### src/sv/clsm_pkg.sv
// ----------------------------------------------------------------------------
// clsm_pkg
// Shared types, widths, register codes and the reciprocal table of the
// check-node label sign/magnitude mapper.
// ----------------------------------------------------------------------------
package clsm_pkg;

    localparam int INDEX_W     = 24;
    localparam int LABEL_W     = 19;
    localparam int RADIX_W     = 5;
    localparam int HALF_W      = RADIX_W - 1;
    localparam int COUNT_W     = 3;
    localparam int RECIP_W     = 29;
    localparam int RECIP_SHIFT = 29;
    localparam int PROD_W      = INDEX_W + RECIP_W;
    localparam int RADIX_REGS  = 6;
    localparam int RADIX_IDX_W = 3;
    localparam int CFG_INDEX_W = 3;
    localparam int CFG_DATA_W  = 5;
    localparam int TDATA_IN_W  = 24;
    localparam int TDATA_OUT_W = 24;

    localparam int MAX_INPUTS_DEF = 6;
    localparam int MAX_RADIX_DEF  = 16;

    localparam logic [COUNT_W-1:0] COUNT_RESET = 3'd2;
    localparam logic [RADIX_W-1:0] RADIX_RESET = 5'd4;

    localparam logic [CFG_INDEX_W-1:0] REG_INPUT_COUNT = 3'd0;
    localparam logic [CFG_INDEX_W-1:0] REG_RADIX_FIRST = 3'd1;
    localparam logic [CFG_INDEX_W-1:0] REG_RADIX_LAST  = 3'd6;

    // ceil(2^29 / r): exact quotient for every 24-bit dividend and r in 2..31
    localparam logic [RECIP_W-1:0] RECIP_TABLE [32] = '{
        29'd0,         29'd0,         29'd268435456, 29'd178956971,
        29'd134217728, 29'd107374183, 29'd89478486,  29'd76695845,
        29'd67108864,  29'd59652324,  29'd53687092,  29'd48806447,
        29'd44739243,  29'd41297763,  29'd38347923,  29'd35791395,
        29'd33554432,  29'd31580642,  29'd29826162,  29'd28256364,
        29'd26843546,  29'd25565282,  29'd24403224,  29'd23342214,
        29'd22369622,  29'd21474837,  29'd20648882,  29'd19884108,
        29'd19173962,  29'd18512791,  29'd17895698,  29'd17318417
    };

    typedef struct packed {
        logic               active;
        logic [RADIX_W-1:0] radix;
        logic [HALF_W-1:0]  half;
        logic [RECIP_W-1:0] recip;
    } clsm_digit_cfg_t;

    typedef struct packed {
        logic [INDEX_W-1:0] rest;
        logic [LABEL_W-1:0] packed_mag;
        logic [LABEL_W-1:0] base;
        logic               parity;
        logic               err;
    } clsm_item_t;

endpackage

### src/sv/clsm_label.sv
// ----------------------------------------------------------------------------
// clsm_label
// Output stage: range check, parity-dependent mirroring and the output
// register.
// ----------------------------------------------------------------------------
module clsm_label
    import clsm_pkg::*;
(
    input  logic               clk,
    input  logic               rst_n,
    input  logic               in_valid,
    output logic               in_ready,
    input  clsm_item_t         in_item,
    output logic               out_valid,
    input  logic               out_ready,
    output logic [LABEL_W-1:0] label,
    output logic               range_error
);

    logic               valid_reg;
    logic [LABEL_W-1:0] label_reg;
    logic               error_reg;
    logic [LABEL_W-1:0] label_next;
    logic               error_next;

    assign in_ready = !valid_reg || out_ready;

    always_comb
    begin
        error_next = in_item.err || (in_item.rest != '0);
        if (error_next)
        begin
            label_next = '0;
        end
        else if (in_item.parity)
        begin
            label_next = in_item.packed_mag;
        end
        else
        begin
            label_next = {in_item.base[LABEL_W-2:0], 1'b0} - 19'd1 - in_item.packed_mag;
        end
    end

    always_ff @(posedge clk or negedge rst_n)
    begin
        if (!rst_n)
        begin
            valid_reg <= 1'b0;
        end
        else if (in_ready)
        begin
            valid_reg <= in_valid;
        end
    end

    always_ff @(posedge clk)
    begin
        if (in_ready && in_valid)
        begin
            label_reg <= label_next;
            error_reg <= error_next;
        end
    end

    assign out_valid   = valid_reg;
    assign label       = label_reg;
    assign range_error = error_reg;

endmodule
### config.mk
export PLATFORM = sky130hd
export DESIGN_NAME = clsm_label
export DESIGN_NICKNAME = d
export VERILOG_FILES = /design/src/sv/clsm_pkg.sv /design/src/sv/clsm_label.sv
export SDC_FILE = /design/constraint.sdc
export NUM_CORES = 1
export LEC_CHECK = 0
export ABC_AREA = 1
export BUFFER_PORTS_ARGS = -buffer_cell sky130_fd_sc_hd__buf_2
export CORE_ASPECT_RATIO = 0.9
export CORE_MARGIN = 8
export CORE_UTILIZATION = 45
export DETAILED_ROUTE_END_ITERATION = 7
export PLACE_DENSITY = 0.74
export SKIP_CTS_REPAIR_TIMING = 1
export SLEW_MARGIN = 20
export SYNTH_ARGS = -nofsm -noshare
export SYNTH_HDL_FRONTEND = slang
export SYNTH_SLANG_ARGS = --single-unit
### constraint.sdc
create_clock -name clk -period 2.7 [get_ports clk]
set_input_delay 0.405 -clock clk [delete_from_list [all_inputs] [get_ports clk]]
set_output_delay 0.405 -clock clk [all_outputs]
set_load 0.01 [all_outputs]
-- After elaboration in Yosys (flattened, before gate mapping)
Index checks and enable logic that the tools add are counted.
- output and inout bits: 22
- register bits: 21
- word-level logic and storage cells: 11
- input port bits: 68
- muxes and demuxes: 1
- reductions and logical operators: 5
- $add $sub $neg: 2
- operators by type and width (kind ; count):
    nonzero test 24 bit ; 1
    two-way mux 19 bit ; 1
    subtractor 19 x 1 -> 19 bit (second input constant) ; 1
    subtractor 19 bit ; 1
    logical OR 1 bit ; 2
    logical AND 1 bit ; 1
    logical NOT 1 bit ; 1

-- Logic depth before layout (Yosys ltp)
- depth after elaboration: 3
- gate-level depth with buffers: 14
- mapped depth without buffers: 14

-- Worst setup path before layout
OpenSTA, ideal clock, no wires.
- path kind: input port to flip-flop
- from: in in_item[22] in the netlist's numbering
- to: reg label_reg[13] (netlist: label[13]) (data pin)
- data required time: 2.451 ns
- stages: 12
- setup time: 0.249 ns
- buffers on the path: 0
- path slack: 0.746 ns
- arrival time: 1.705 ns
- path through: inv_1 ha_1 inv_1 fa_1 o21ai_1 nand2_1 nand2_2 nand2_1 nand3_1 nand3_1 nand2_1 inv_1
- longest elaborated chain between the ends: 2
- RTL lines (element ; line ; RTL):
    start, declared ; clsm_label.sv:13 ; input clsm_item_t in_item,
    subtractor 19 bit ; clsm_label.sv:41 ; label_next = {in_item.base[LABEL_W-2:0], 1'b0} - 19'd1 - in_item.packed_mag;
    two-way mux 19 bit ; clsm_label.sv:35 ; else if (in_item.parity)
    end signal, assigned ; clsm_label.sv:61 ; label_reg <= label_next;
    end, declared ; clsm_label.sv:21 ; logic [LABEL_W-1:0] label_reg;
No other way between the ends.
A chain may end at the register's enable or synchronous reset.

-- Worst setup path in the final report
Ends and elaborated chain as after synthesis.

==> results.cfg <==
[drt]
routed-via-count = 2248
drtIter0Drc = 140
drcViolationCount = 0
vias_per_cell = 4.68
first_pass_iters = 4
drt_wl_total_mm = 5.60
postRouteAntennaNets = 0
wire_per_inst_um = 11.7

[run]
drv_cap = 0

[worst_setup_path]
rr_startpoint = out_valid$_DFFE_PN0N_
crit_end = label[13]$_SDFFCE_PP0P_
worstPathArrival_ps = 2040
worstRegToRegCells = 2
setup.worst_path.class = input pin to flip-flop
r2r_slack_ps = 1570
r2r-end = label[12]$_SDFFCE_PP0P_
crit_required_ps = 2720
worstSetupEndpointType = flip-flop
critical_path.max_fanout = 4
crit_start = in_item[22]
cp-start-kind = input pin

[die]
num_io_pins = 90
fp-row-count = 24
coreArea_um2 = 4710
chipHeight_um = 81.6
initial_core_util = 0.457
fp.dieW_um = 88.9
die_area_um2 = 7260

[synth]
ys_warn_count = 0
synth-main-ff-cell = edfxtp_1
syn_area_um2 = 2150
synth_cell_type_count = 30
ys_ff_latch = 21
syn_area_per_cell_um2 = 6.63
synth_edf_count = 20
syn-instance-count = 325
ys_async_sr_fraction = 0.0476
synth_nets = 411
yosysSeqAreaShare = 0.291

[clocking]
clk_pin_slew_ps = 70
tritoncts = done
insertion_delay_ps = 260
clockBufferDepth = 2
h-tree-depth = 1
cts.sinks = 21
numCtsBuffers = 3
root_buffer = clkbuf_8

[timing]
setup_viol = 0
max_slew.worst_pin.slew_ps = 589
period_share = 0.747
finalHoldViolCount = 0
fmax_mhz = 495
slew_headroom = 0.607
slew_violations = 0
fin_skew_ps = 6.07
fin_setup_tns_ps = 0
min_period_ps = 2020
rsz0062_at_grt = false

[power_and_ir_drop]
p_leak_nw = 1.57
power_density_nw_per_um2 = 337
vdd_ir_drop_max_mv = 0.157
power_uw = 917

[global_route]
antenna_found_initial = 0
grt_util_all_layers = 0.155
grt_max_degree = 21
grt_first_pass_wirelength_mm = 9.06
grt_pass1_vias = 2155
gr-total-overflow = 0

[hold_path]
hold_class = input pin to flip-flop

[run_status]
status = finished clean

[layout]
diodes = 0
largest_register_ffs = 19
final_cell_mix = 88 x buf_2, 81 x nand2_1, 62 x inv_1
layout-drive-gt1-share = 0.282
final_common_cell = buf_2
fin_nets = 502
syn_to_final_growth_pct = 26.2

[placement]
portBuffers = 88
hpwl_mm = 4.74
gp_congestion = 0.915
## report_power, final
group          switching [mW]  internal [mW]  leakage (nW)  total, mW
Combinational           0.202          0.137          1.33      0.339
Clock                   0.102          0.104        0.0217      0.207
Sequential            0.00325          0.368         0.210      0.371
Total                   0.307          0.609          1.57      0.917
## worst min path at each step
| stage | from | end | slack, ps | depth (start not counted) |
|---|---|---|---|---|
| 6_report | in_valid | out_valid$_DFFE_PN0N_ | 360 | 3 |
| 5_1_grt | in_valid | out_valid$_DFFE_PN0N_ | 380 | 3 |
| 4_1_cts | rst_n | out_valid$_DFFE_PN0N_ | -100 | 1 |
| 3_5_place_dp | rst_n | out_valid$_DFFE_PN0N_ | 180 | 1 |
| 3_3_place_gp | rst_n | out_valid$_DFFE_PN0N_ | 180 | 1 |
| 2_1_floorplan | rst_n | out_valid$_DFFE_PN0N_ | 110 | 0 |
## cell type report
| type | count | area [um2] |
|---|---|---|
| Clock buffer | 3 | 41.3 |
| Clock inverter | 1 | 7.51 |
| Fill cell | 466 | 2000 |
| Inverter | 64 | 240 |
| Multi-Input combinational cell | 235 | 1260 |
| Sequential cell | 21 | 626 |
| Tap cell | 65 | 81.3 |
| Timing Repair Buffer | 91 | 465 |
## worst max-delay path: stages
cell and delay, ps:
buf_2 100, inv_1 50, ha_1 190, inv_1 70, fa_1 440, o21ai_1 230, nand2_1 90, nand2_2 120
nand2_1 80, nand3_1 80, nand3_1 70, nand2_1 70, inv_1 40
## cells in the mapped netlist (2+ instances only)
library cell | count | area share
nand2_2 | 4 | 0.012
nand3b_1 | 2 | 0.0070
nand2_1 | 81 | 0.14
o21ai_1 | 5 | 0.012
edfxtp_1 | 20 | 0.28
nor4_1 | 6 | 0.017
inv_1 | 62 | 0.11
nor2_2 | 12 | 0.035
nor3_2 | 2 | 0.0093
o21ai_0 | 5 | 0.012
nand3_1 | 24 | 0.056
buf_6 | 2 | 0.010
xor2_1 | 4 | 0.016
nor3_1 | 3 | 0.0070
nor2_1 | 39 | 0.068
a21oi_1 | 20 | 0.046
nand3_2 | 2 | 0.0093
ha_1 | 17 | 0.099
and2_1 | 3 | 0.0087
clkbuf_1 | 2 | 0.0035
## kinds of logic after synthesis
family | after synthesis | synth area share
flip-flops | 21 | 0.291
XOR/XNOR | 5 | 0.0203
AND/OR/NAND/NOR | 180 | 0.376
AO/OA/AOI/OAI | 32 | 0.0773
adder cells (fa/ha/maj) | 18 | 0.108
buffers and inverters | 69 | 0.128
## routing by layer
layer  up-vias  global-route usage  wire length, um
met2        82               0.269             2530
met1       955               0.193             2620
li1       1207                   -                -
met4         0              0.0489               55
met3         4              0.0190              398
met5         -                   0                0
## stage by stage
step	hold slack [ps]	instances	instance area, um2	util	setup slack, ps
detailed placement	182	475	2660	0.564	411
global placement	180	475	2660	0.564	437
finish	363	480	2720	0.576	682
floorplan	109	325	2150	-	746
CTS	-99.3	479	2710	0.574	688
global route	379	480	2720	0.576	515
No activity file was read; power rests on OpenSTA's default activity.
