--- config.mk ---
export PLATFORM = sky130hd
export DESIGN_NAME = clsm_digit
export DESIGN_NICKNAME = d
export VERILOG_FILES = /design/src/sv/clsm_pkg.sv /design/src/sv/clsm_digit.sv
export SDC_FILE = /design/constraint.sdc
export NUM_CORES = 2
export LEC_CHECK = 0
export BUFFER_PORTS_ARGS = -buffer_cell sky130_fd_sc_hd__buf_4
export CAP_MARGIN = 10
export CORE_ASPECT_RATIO = 0.9
export CORE_UTILIZATION = 58
export CTS_BUF_LIST = sky130_fd_sc_hd__clkbuf_4 sky130_fd_sc_hd__clkbuf_8 sky130_fd_sc_hd__clkbuf_16
export DETAILED_ROUTE_END_ITERATION = 10
export PLACE_DENSITY = 0.79
export SLEW_MARGIN = 0
export SYNTH_ARGS = -nofsm -noshare
export SYNTH_HDL_FRONTEND = slang
export SYNTH_SLANG_ARGS = --single-unit
--- constraint.sdc ---
create_clock -name clk -period 5.5 [get_ports clk]
set_input_delay 0.55 -clock clk [delete_from_list [all_inputs] [get_ports clk]]
set_output_delay 0.55 -clock clk [all_outputs]
set_load 0.02 [all_outputs]
--- src/sv/clsm_pkg.sv ---
// ----------------------------------------------------------------------------
// clsm_pkg
// Shared types, widths, register codes and the reciprocal table of the
// check-node label sign/magnitude mapper.
// ----------------------------------------------------------------------------
package clsm_pkg;

    localparam int INDEX_W     = 24;
    localparam int LABEL_W     = 19;
    localparam int RADIX_W     = 5;
    localparam int HALF_W      = RADIX_W - 1;
    localparam int COUNT_W     = 3;
    localparam int RECIP_W     = 29;
    localparam int RECIP_SHIFT = 29;
    localparam int PROD_W      = INDEX_W + RECIP_W;
    localparam int RADIX_REGS  = 6;
    localparam int RADIX_IDX_W = 3;
    localparam int CFG_INDEX_W = 3;
    localparam int CFG_DATA_W  = 5;
    localparam int TDATA_IN_W  = 24;
    localparam int TDATA_OUT_W = 24;

    localparam int MAX_INPUTS_DEF = 6;
    localparam int MAX_RADIX_DEF  = 16;

    localparam logic [COUNT_W-1:0] COUNT_RESET = 3'd2;
    localparam logic [RADIX_W-1:0] RADIX_RESET = 5'd4;

    localparam logic [CFG_INDEX_W-1:0] REG_INPUT_COUNT = 3'd0;
    localparam logic [CFG_INDEX_W-1:0] REG_RADIX_FIRST = 3'd1;
    localparam logic [CFG_INDEX_W-1:0] REG_RADIX_LAST  = 3'd6;

    // ceil(2^29 / r): exact quotient for every 24-bit dividend and r in 2..31
    localparam logic [RECIP_W-1:0] RECIP_TABLE [32] = '{
        29'd0,         29'd0,         29'd268435456, 29'd178956971,
        29'd134217728, 29'd107374183, 29'd89478486,  29'd76695845,
        29'd67108864,  29'd59652324,  29'd53687092,  29'd48806447,
        29'd44739243,  29'd41297763,  29'd38347923,  29'd35791395,
        29'd33554432,  29'd31580642,  29'd29826162,  29'd28256364,
        29'd26843546,  29'd25565282,  29'd24403224,  29'd23342214,
        29'd22369622,  29'd21474837,  29'd20648882,  29'd19884108,
        29'd19173962,  29'd18512791,  29'd17895698,  29'd17318417
    };

    typedef struct packed {
        logic               active;
        logic [RADIX_W-1:0] radix;
        logic [HALF_W-1:0]  half;
        logic [RECIP_W-1:0] recip;
    } clsm_digit_cfg_t;

    typedef struct packed {
        logic [INDEX_W-1:0] rest;
        logic [LABEL_W-1:0] packed_mag;
        logic [LABEL_W-1:0] base;
        logic               parity;
        logic               err;
    } clsm_item_t;

endpackage

--- src/sv/clsm_digit.sv ---
// ----------------------------------------------------------------------------
// clsm_digit
// One mixed-radix digit: reciprocal multiply, remainder, then sign/magnitude
// fold and packing, over three register stages.
// ----------------------------------------------------------------------------
module clsm_digit
    import clsm_pkg::*;
(
    input  logic            clk,
    input  logic            rst_n,
    input  clsm_digit_cfg_t dcfg,
    input  logic            in_valid,
    output logic            in_ready,
    input  clsm_item_t      in_item,
    output logic            out_valid,
    input  logic            out_ready,
    output clsm_item_t      out_item
);

    logic              a_valid_reg;
    clsm_item_t        a_item_reg;
    logic [PROD_W-1:0] a_prod_reg;
    logic              b_valid_reg;
    clsm_item_t        b_item_reg;
    logic [RADIX_W-1:0] b_digit_reg;
    logic              c_valid_reg;
    clsm_item_t        c_item_reg;

    logic               a_ready;
    logic               b_ready;
    logic               c_ready;
    logic [PROD_W-1:0]  a_prod_next;
    logic [INDEX_W-1:0] quot;
    logic [2*RADIX_W-1:0] qr_full;
    logic [RADIX_W-1:0] b_digit_next;
    clsm_item_t         b_item_next;
    logic [RADIX_W-1:0] half_ext;
    logic [RADIX_W-1:0] mag;
    logic [LABEL_W+RADIX_W-1:0] pack_term;
    logic [LABEL_W+HALF_W-1:0]  base_prod;
    clsm_item_t         c_item_next;

    assign c_ready  = !c_valid_reg || out_ready;
    assign b_ready  = !b_valid_reg || c_ready;
    assign a_ready  = !a_valid_reg || b_ready;
    assign in_ready = a_ready;

    assign a_prod_next = in_item.rest * dcfg.recip;

    always_comb
    begin
        quot         = a_prod_reg[RECIP_SHIFT +: INDEX_W];
        qr_full      = quot[RADIX_W-1:0] * dcfg.radix;
        b_digit_next = a_item_reg.rest[RADIX_W-1:0] - qr_full[RADIX_W-1:0];
        b_item_next  = a_item_reg;
        if (dcfg.active)
        begin
            b_item_next.rest = quot;
        end
    end

    always_comb
    begin
        half_ext    = {1'b0, dcfg.half};
        c_item_next = b_item_reg;
        if (b_digit_reg < half_ext)
        begin
            mag = half_ext - 5'd1 - b_digit_reg;
        end
        else
        begin
            mag = b_digit_reg - half_ext;
        end
        pack_term = b_item_reg.base * mag;
        base_prod = b_item_reg.base * dcfg.half;
        if (dcfg.active)
        begin
            c_item_next.parity     = b_item_reg.parity ^ (b_digit_reg < half_ext);
            c_item_next.packed_mag = b_item_reg.packed_mag + pack_term[LABEL_W-1:0];
            c_item_next.base       = base_prod[LABEL_W-1:0];
        end
    end

    always_ff @(posedge clk or negedge rst_n)
    begin
        if (!rst_n)
        begin
            a_valid_reg <= 1'b0;
            b_valid_reg <= 1'b0;
            c_valid_reg <= 1'b0;
        end
        else
        begin
            if (a_ready)
            begin
                a_valid_reg <= in_valid;
            end
            if (b_ready)
            begin
                b_valid_reg <= a_valid_reg;
            end
            if (c_ready)
            begin
                c_valid_reg <= b_valid_reg;
            end
        end
    end

    always_ff @(posedge clk)
    begin
        if (a_ready && in_valid)
        begin
            a_item_reg <= in_item;
            a_prod_reg <= a_prod_next;
        end
        if (b_ready && a_valid_reg)
        begin
            b_item_reg  <= b_item_next;
            b_digit_reg <= b_digit_next;
        end
        if (c_ready && b_valid_reg)
        begin
            c_item_reg <= c_item_next;
        end
    end

    assign out_valid = c_valid_reg;
    assign out_item  = c_item_reg;

endmodule

## After elaboration in Yosys (flattened, before gate mapping)

Index checks and enable logic that the tools add are counted.

- Register bits after elaboration: 253
- Bits of input ports: 107
- Output and inout port bits: 66
- Logic and storage cells: 43

- Add/subtract/negate cells: 5
- $mul: 4
- Magnitude comparators: 1
- Muxes and demuxes: 3
- Bitwise gates (word level): 1
- Reductions and logical operators: 9

Operators by type and width:

| operator | number |
|---|---|
| 24-bit by 29-bit multiplier with 53-bit output | 1 |
| 39-bit two-way mux | 1 |
| 24-bit two-way mux | 1 |
| 19-bit adder | 1 |
| 19-bit by 4-bit multiplier with 19-bit output | 1 |
| 19-bit by 5-bit multiplier with 19-bit output | 1 |
| 5-bit subtractor | 2 |
| 5-bit by 4-bit < comparator with 1-bit output | 1 |
| 5-bit by 5-bit multiplier with 5-bit output | 1 |
| 5-bit two-way mux | 1 |
| 4-bit by 1-bit subtractor with 5-bit output, second input constant | 1 |
| 5-bit by 4-bit subtractor with 5-bit output | 1 |
| 1-bit logical AND | 3 |
| 1-bit zero test | 3 |
| 1-bit logical OR | 3 |
| 1-bit bitwise XOR | 1 |

## Logic depth before layout (Yosys ltp)

- Depth in word-level cells: 6
- Depth in mapped cells: 26
- Mapped depth without buffers: 24

## Worst setup path after synthesis

OpenSTA, ideal clock, no wires.

- Path kind: input to register
- From: input port in_item[43] in the netlist's numbering
- To: register a_prod_reg[46] (data pin)
- Arrival: 6.862 ns
- Data required time: 5.242 ns
- Setup slack: -1.620 ns
- Stages: 25
- Buffers on the path: 2
- Path through: clkbuf_1 clkbuf_1 nand2_1 fa_1 inv_1 fa_1 inv_1 fa_1 fa_1 inv_1 fa_1 fa_1 inv_1 fa_1 inv_1 ha_1 and4_4 and3_1 nand3_1 a211o_1 a2111oi_4 nor4_4 o31ai_4 a21oi_1 xnor2_1

- Longest elaborated chain between the ends: 1

RTL lines:

| item | line | source |
|---|---|---|
| from (decl) | clsm_digit.sv:14 | `input clsm_item_t in_item,` |
| 24-bit by 29-bit multiplier with 53-bit output | clsm_digit.sv:48 | `assign a_prod_next = in_item.rest * dcfg.recip;` |
| net a_prod_next[46] | clsm_digit.sv:32 | `logic [PROD_W-1:0] a_prod_next;` |
| to (signal assigned) | clsm_digit.sv:114 | `a_prod_reg <= a_prod_next;` |
| to (decl) | clsm_digit.sv:22 | `logic [PROD_W-1:0] a_prod_reg;` |

The timed path passes the listed nets, and every way through them passes these cells.
A chain may end at the register's enable or synchronous reset.

## Final worst setup path

- From: input port in_item[53] in the netlist's numbering
- To: register a_prod_reg[47] (data pin)

The elaborated chain is that of the path after synthesis.

==> flow_summary.yaml <==
outcome:
  status: "complete, but fails checks"
  violations: "setup timing"
routing:
  route.vias.total: 24600
  drc: 0
  via_per_inst: 5.41
  wl_per_cell_um: 19.2
  ant_nets: 0
  drt_first_pass_iters: 5
  first_iter_violations: 1736
  routed_wirelength_um: 86900
synth:
  synth_warnings: 0
  postSynth.asyncResetShare_pct: 1.34
  synth_ff_type: "edfxtp_1"
  ys_top_cells_by_area: "fa_1 40%, edfxtp_1 19%, ha_1 8.4%, inv_1 8.3%, and2_1 7.6%"
  synth_area_sq_mm: 0.0345
  yosysMostFrequentCell: "inv_1"
  syn_avg_cell_area_sq_um: 10.1
  synth_edf_count: 221
  synth_cells: 3398
  synthDistinctLibCells: 74
  synth_common_cells: "758 x inv_1, 687 x fa_1, 486 x nand2_1, 416 x and2_1, 232 x ha_1"
  synth_top_area_share_pct: 39.9
  seq_area_frac_synth_pct: 19.5
  yosysTopAreaCell: "fa_1"
  syn_nets: 4424
  yosys_register_bits: 224
placed_design:
  place_area_sq_mm: 0.0385
  io_buffer_count: 172
  dp_hpwl_um: 67600
  routabilityCongestion: 0.901
final_layout:
  drive_gt1_share_pct: 22.2
  final_area_sq_mm: 0.0412
  nets: 4770
  synthToLayoutAreaGrowth_pct: 19.5
  n_fill_cell: 4109
sta:
  period_minus_slack_ns: 6.50
  period_share_pct: 118
  fmax_ghz: 0.154
  finalHoldViolCount: 0
  maxSlewHeadroom_pct: 18.5
  rsz0062_at_grt: "true"
  slew_violations: 0
  setup_viol: 30
  fin_ws_ns: -1.00
  skew_ns: 0.0303
  worstMarginPinSlew_ns: 1.22
grt:
  grt_pass1_vias: 26600
  grt_pass1_wl_um: 140000
  gr-total-overflow: 0
  grt_max_degree: 89
  antenna_found_initial: 1
  grtUsageTotal_pct: 29.9
setup_path:
  crit_top_cell: "fa_1"
  cp_top_family: "adder cells"
  crit_fanout: 11
  slowest_delay_ns: 0.58
  r2r_slack_ns: -0.40
  r2r-end: "out_item[36]"
  startpoint: "in_item[53]"
  critPathBufInv: 9
  cp_slowest_cell: "fa_1"
  rr_startpoint: "b_digit_reg[1]"
  required_ns: 5.76
  critPathCaptureType: "flip-flop"
  arrival_ns: 6.76
  path_class: "input pin to flip-flop"
  startpoint_type: "input pin"
  reg2regPathDepth: 20
clock_tree:
  cts.sinks: 224
  clk_latency_ns: 0.54
  cts_tree: "done"
  path_clk_slew_ns: 0.07
  cts-root-buf: "clkbuf_16"
  cts_buffers: 23
  htree_levels: 1
  cts_max_path_buffers: 3
worst_hold_path:
  hold_depth: 1
  hold_start: "in_item[21]"
  hold_path.class: "input pin to flip-flop"
  holdPathEnd: "a_item_reg[21]"
flow_run:
  cap_violations: 0
floorplan:
  rows: 84
  core_sq_mm: 0.0585
  die-area_sq_mm: 0.0604
  initial_core_util_pct: 58.8
  ios: 173
  die_w_um: 259
  die_h_um: 233
==> layout by cell type, fill, tap and decap left out, types with 6 or more instances in the layout <==
master     count
o21bai_1       9
nor3_1        11
buf_8         15
o21ai_0       16
and2_1       379
nor2_1        32
a21oi_1       38
fa_2          39
buf_16         6
nand3_1       14
inv_2         31
a21o_1        21
nand2_1      471
inv_1        724
a21oi_2       20
nand2b_1       9
buf_4        396
buf_12        19
xor2_1        19
o21ai_2        7
fa_1         648
and2_4        36
ha_1         200
xnor2_1       54
nor2_2         6
nand2_2       14
edfxtp_1     221
mux2_2        46
buf_6         48
clkbuf_16     25
o21a_1         7
a211oi_2       6
ha_4          30
==> per-layer routing <==
metal / up-vias / global-route usage [%] / share of wire, %
met5: - / 0 / 0.010
met4: 2 / 7.29 / 2.4
met3: 156 / 6.32 / 8.2
met2: 970 / 49.3 / 48
met1: 12600 / 40.5 / 41
li1: 10900 / - / -
==> area by class of cell <==
class / instances / area, sq um / area share [%]
Tap cell: 774 / 968 / 2.35
Antenna cell: 1 / 2.50 / 0.00608
Multi-Input combinational cell: 2248 / 25400 / 61.8
Inverter: 759 / 2860 / 6.94
Clock buffer: 26 / 617 / 1.50
Sequential cell: 224 / 6710 / 16.3
Timing Repair Buffer: 488 / 4380 / 10.6
Clock inverter: 16 / 184 / 0.447
==> cells by family after synthesis <==
group,Yosys count,synth area share (%)
flip-flops,224,19.5
multiplexers,52,1.70
XOR/XNOR,78,2.04
AND/OR/NAND/NOR,1021,14.7
adder cells (fa/ha/maj),919,48.3
buffers and inverters,926,10.1
AO/OA/AOI/OAI,178,3.60
==> what timing repair did <==
item                       in CTS  in global routing
pin swaps                     143                 64
cloned                          2                  2
setup endpoints to repair      34                 33
hold buffers                    1                  0
setup buffers                  32                 17
gates resized for setup       245                108
hold endpoints to repair        3                  0
==> worst max-delay path by stage <==
stage,end,slack [ns],cells after the start
global placement,a_prod_reg[46],-1.64,25
finish,a_prod_reg[47],-1.0,26
CTS,a_prod_reg[46],-0.97,24
floorplan,a_prod_reg[46],-1.22,24
detailed placement,a_prod_reg[46],-1.79,24
global route,a_prod_reg[45],-1.19,25
==> stage by stage <==
step | instances | setup slack [ns] | util (%) | hold slack [ns] | TNS (ns)
2_1_floorplan | 3398 | -1.22 | - | 0.254 | -23.70
3_3_place_gp | 4447 | -1.64 | 65.8 | 0.341 | -38.27
3_5_place_dp | 4447 | -1.79 | 65.8 | 0.343 | -40.49
4_1_cts | 4521 | -0.967 | 69.4 | 0.169 | -17.69
5_1_grt | 4535 | -1.19 | 70.3 | 0.165 | -25.35
6_report | 4536 | -1.00 | 70.3 | 0.183 | -19.00
Power is left out: the tool's default activity adds up to more than one toggle a clock period on the data nets, which glitch-free logic cannot reach.
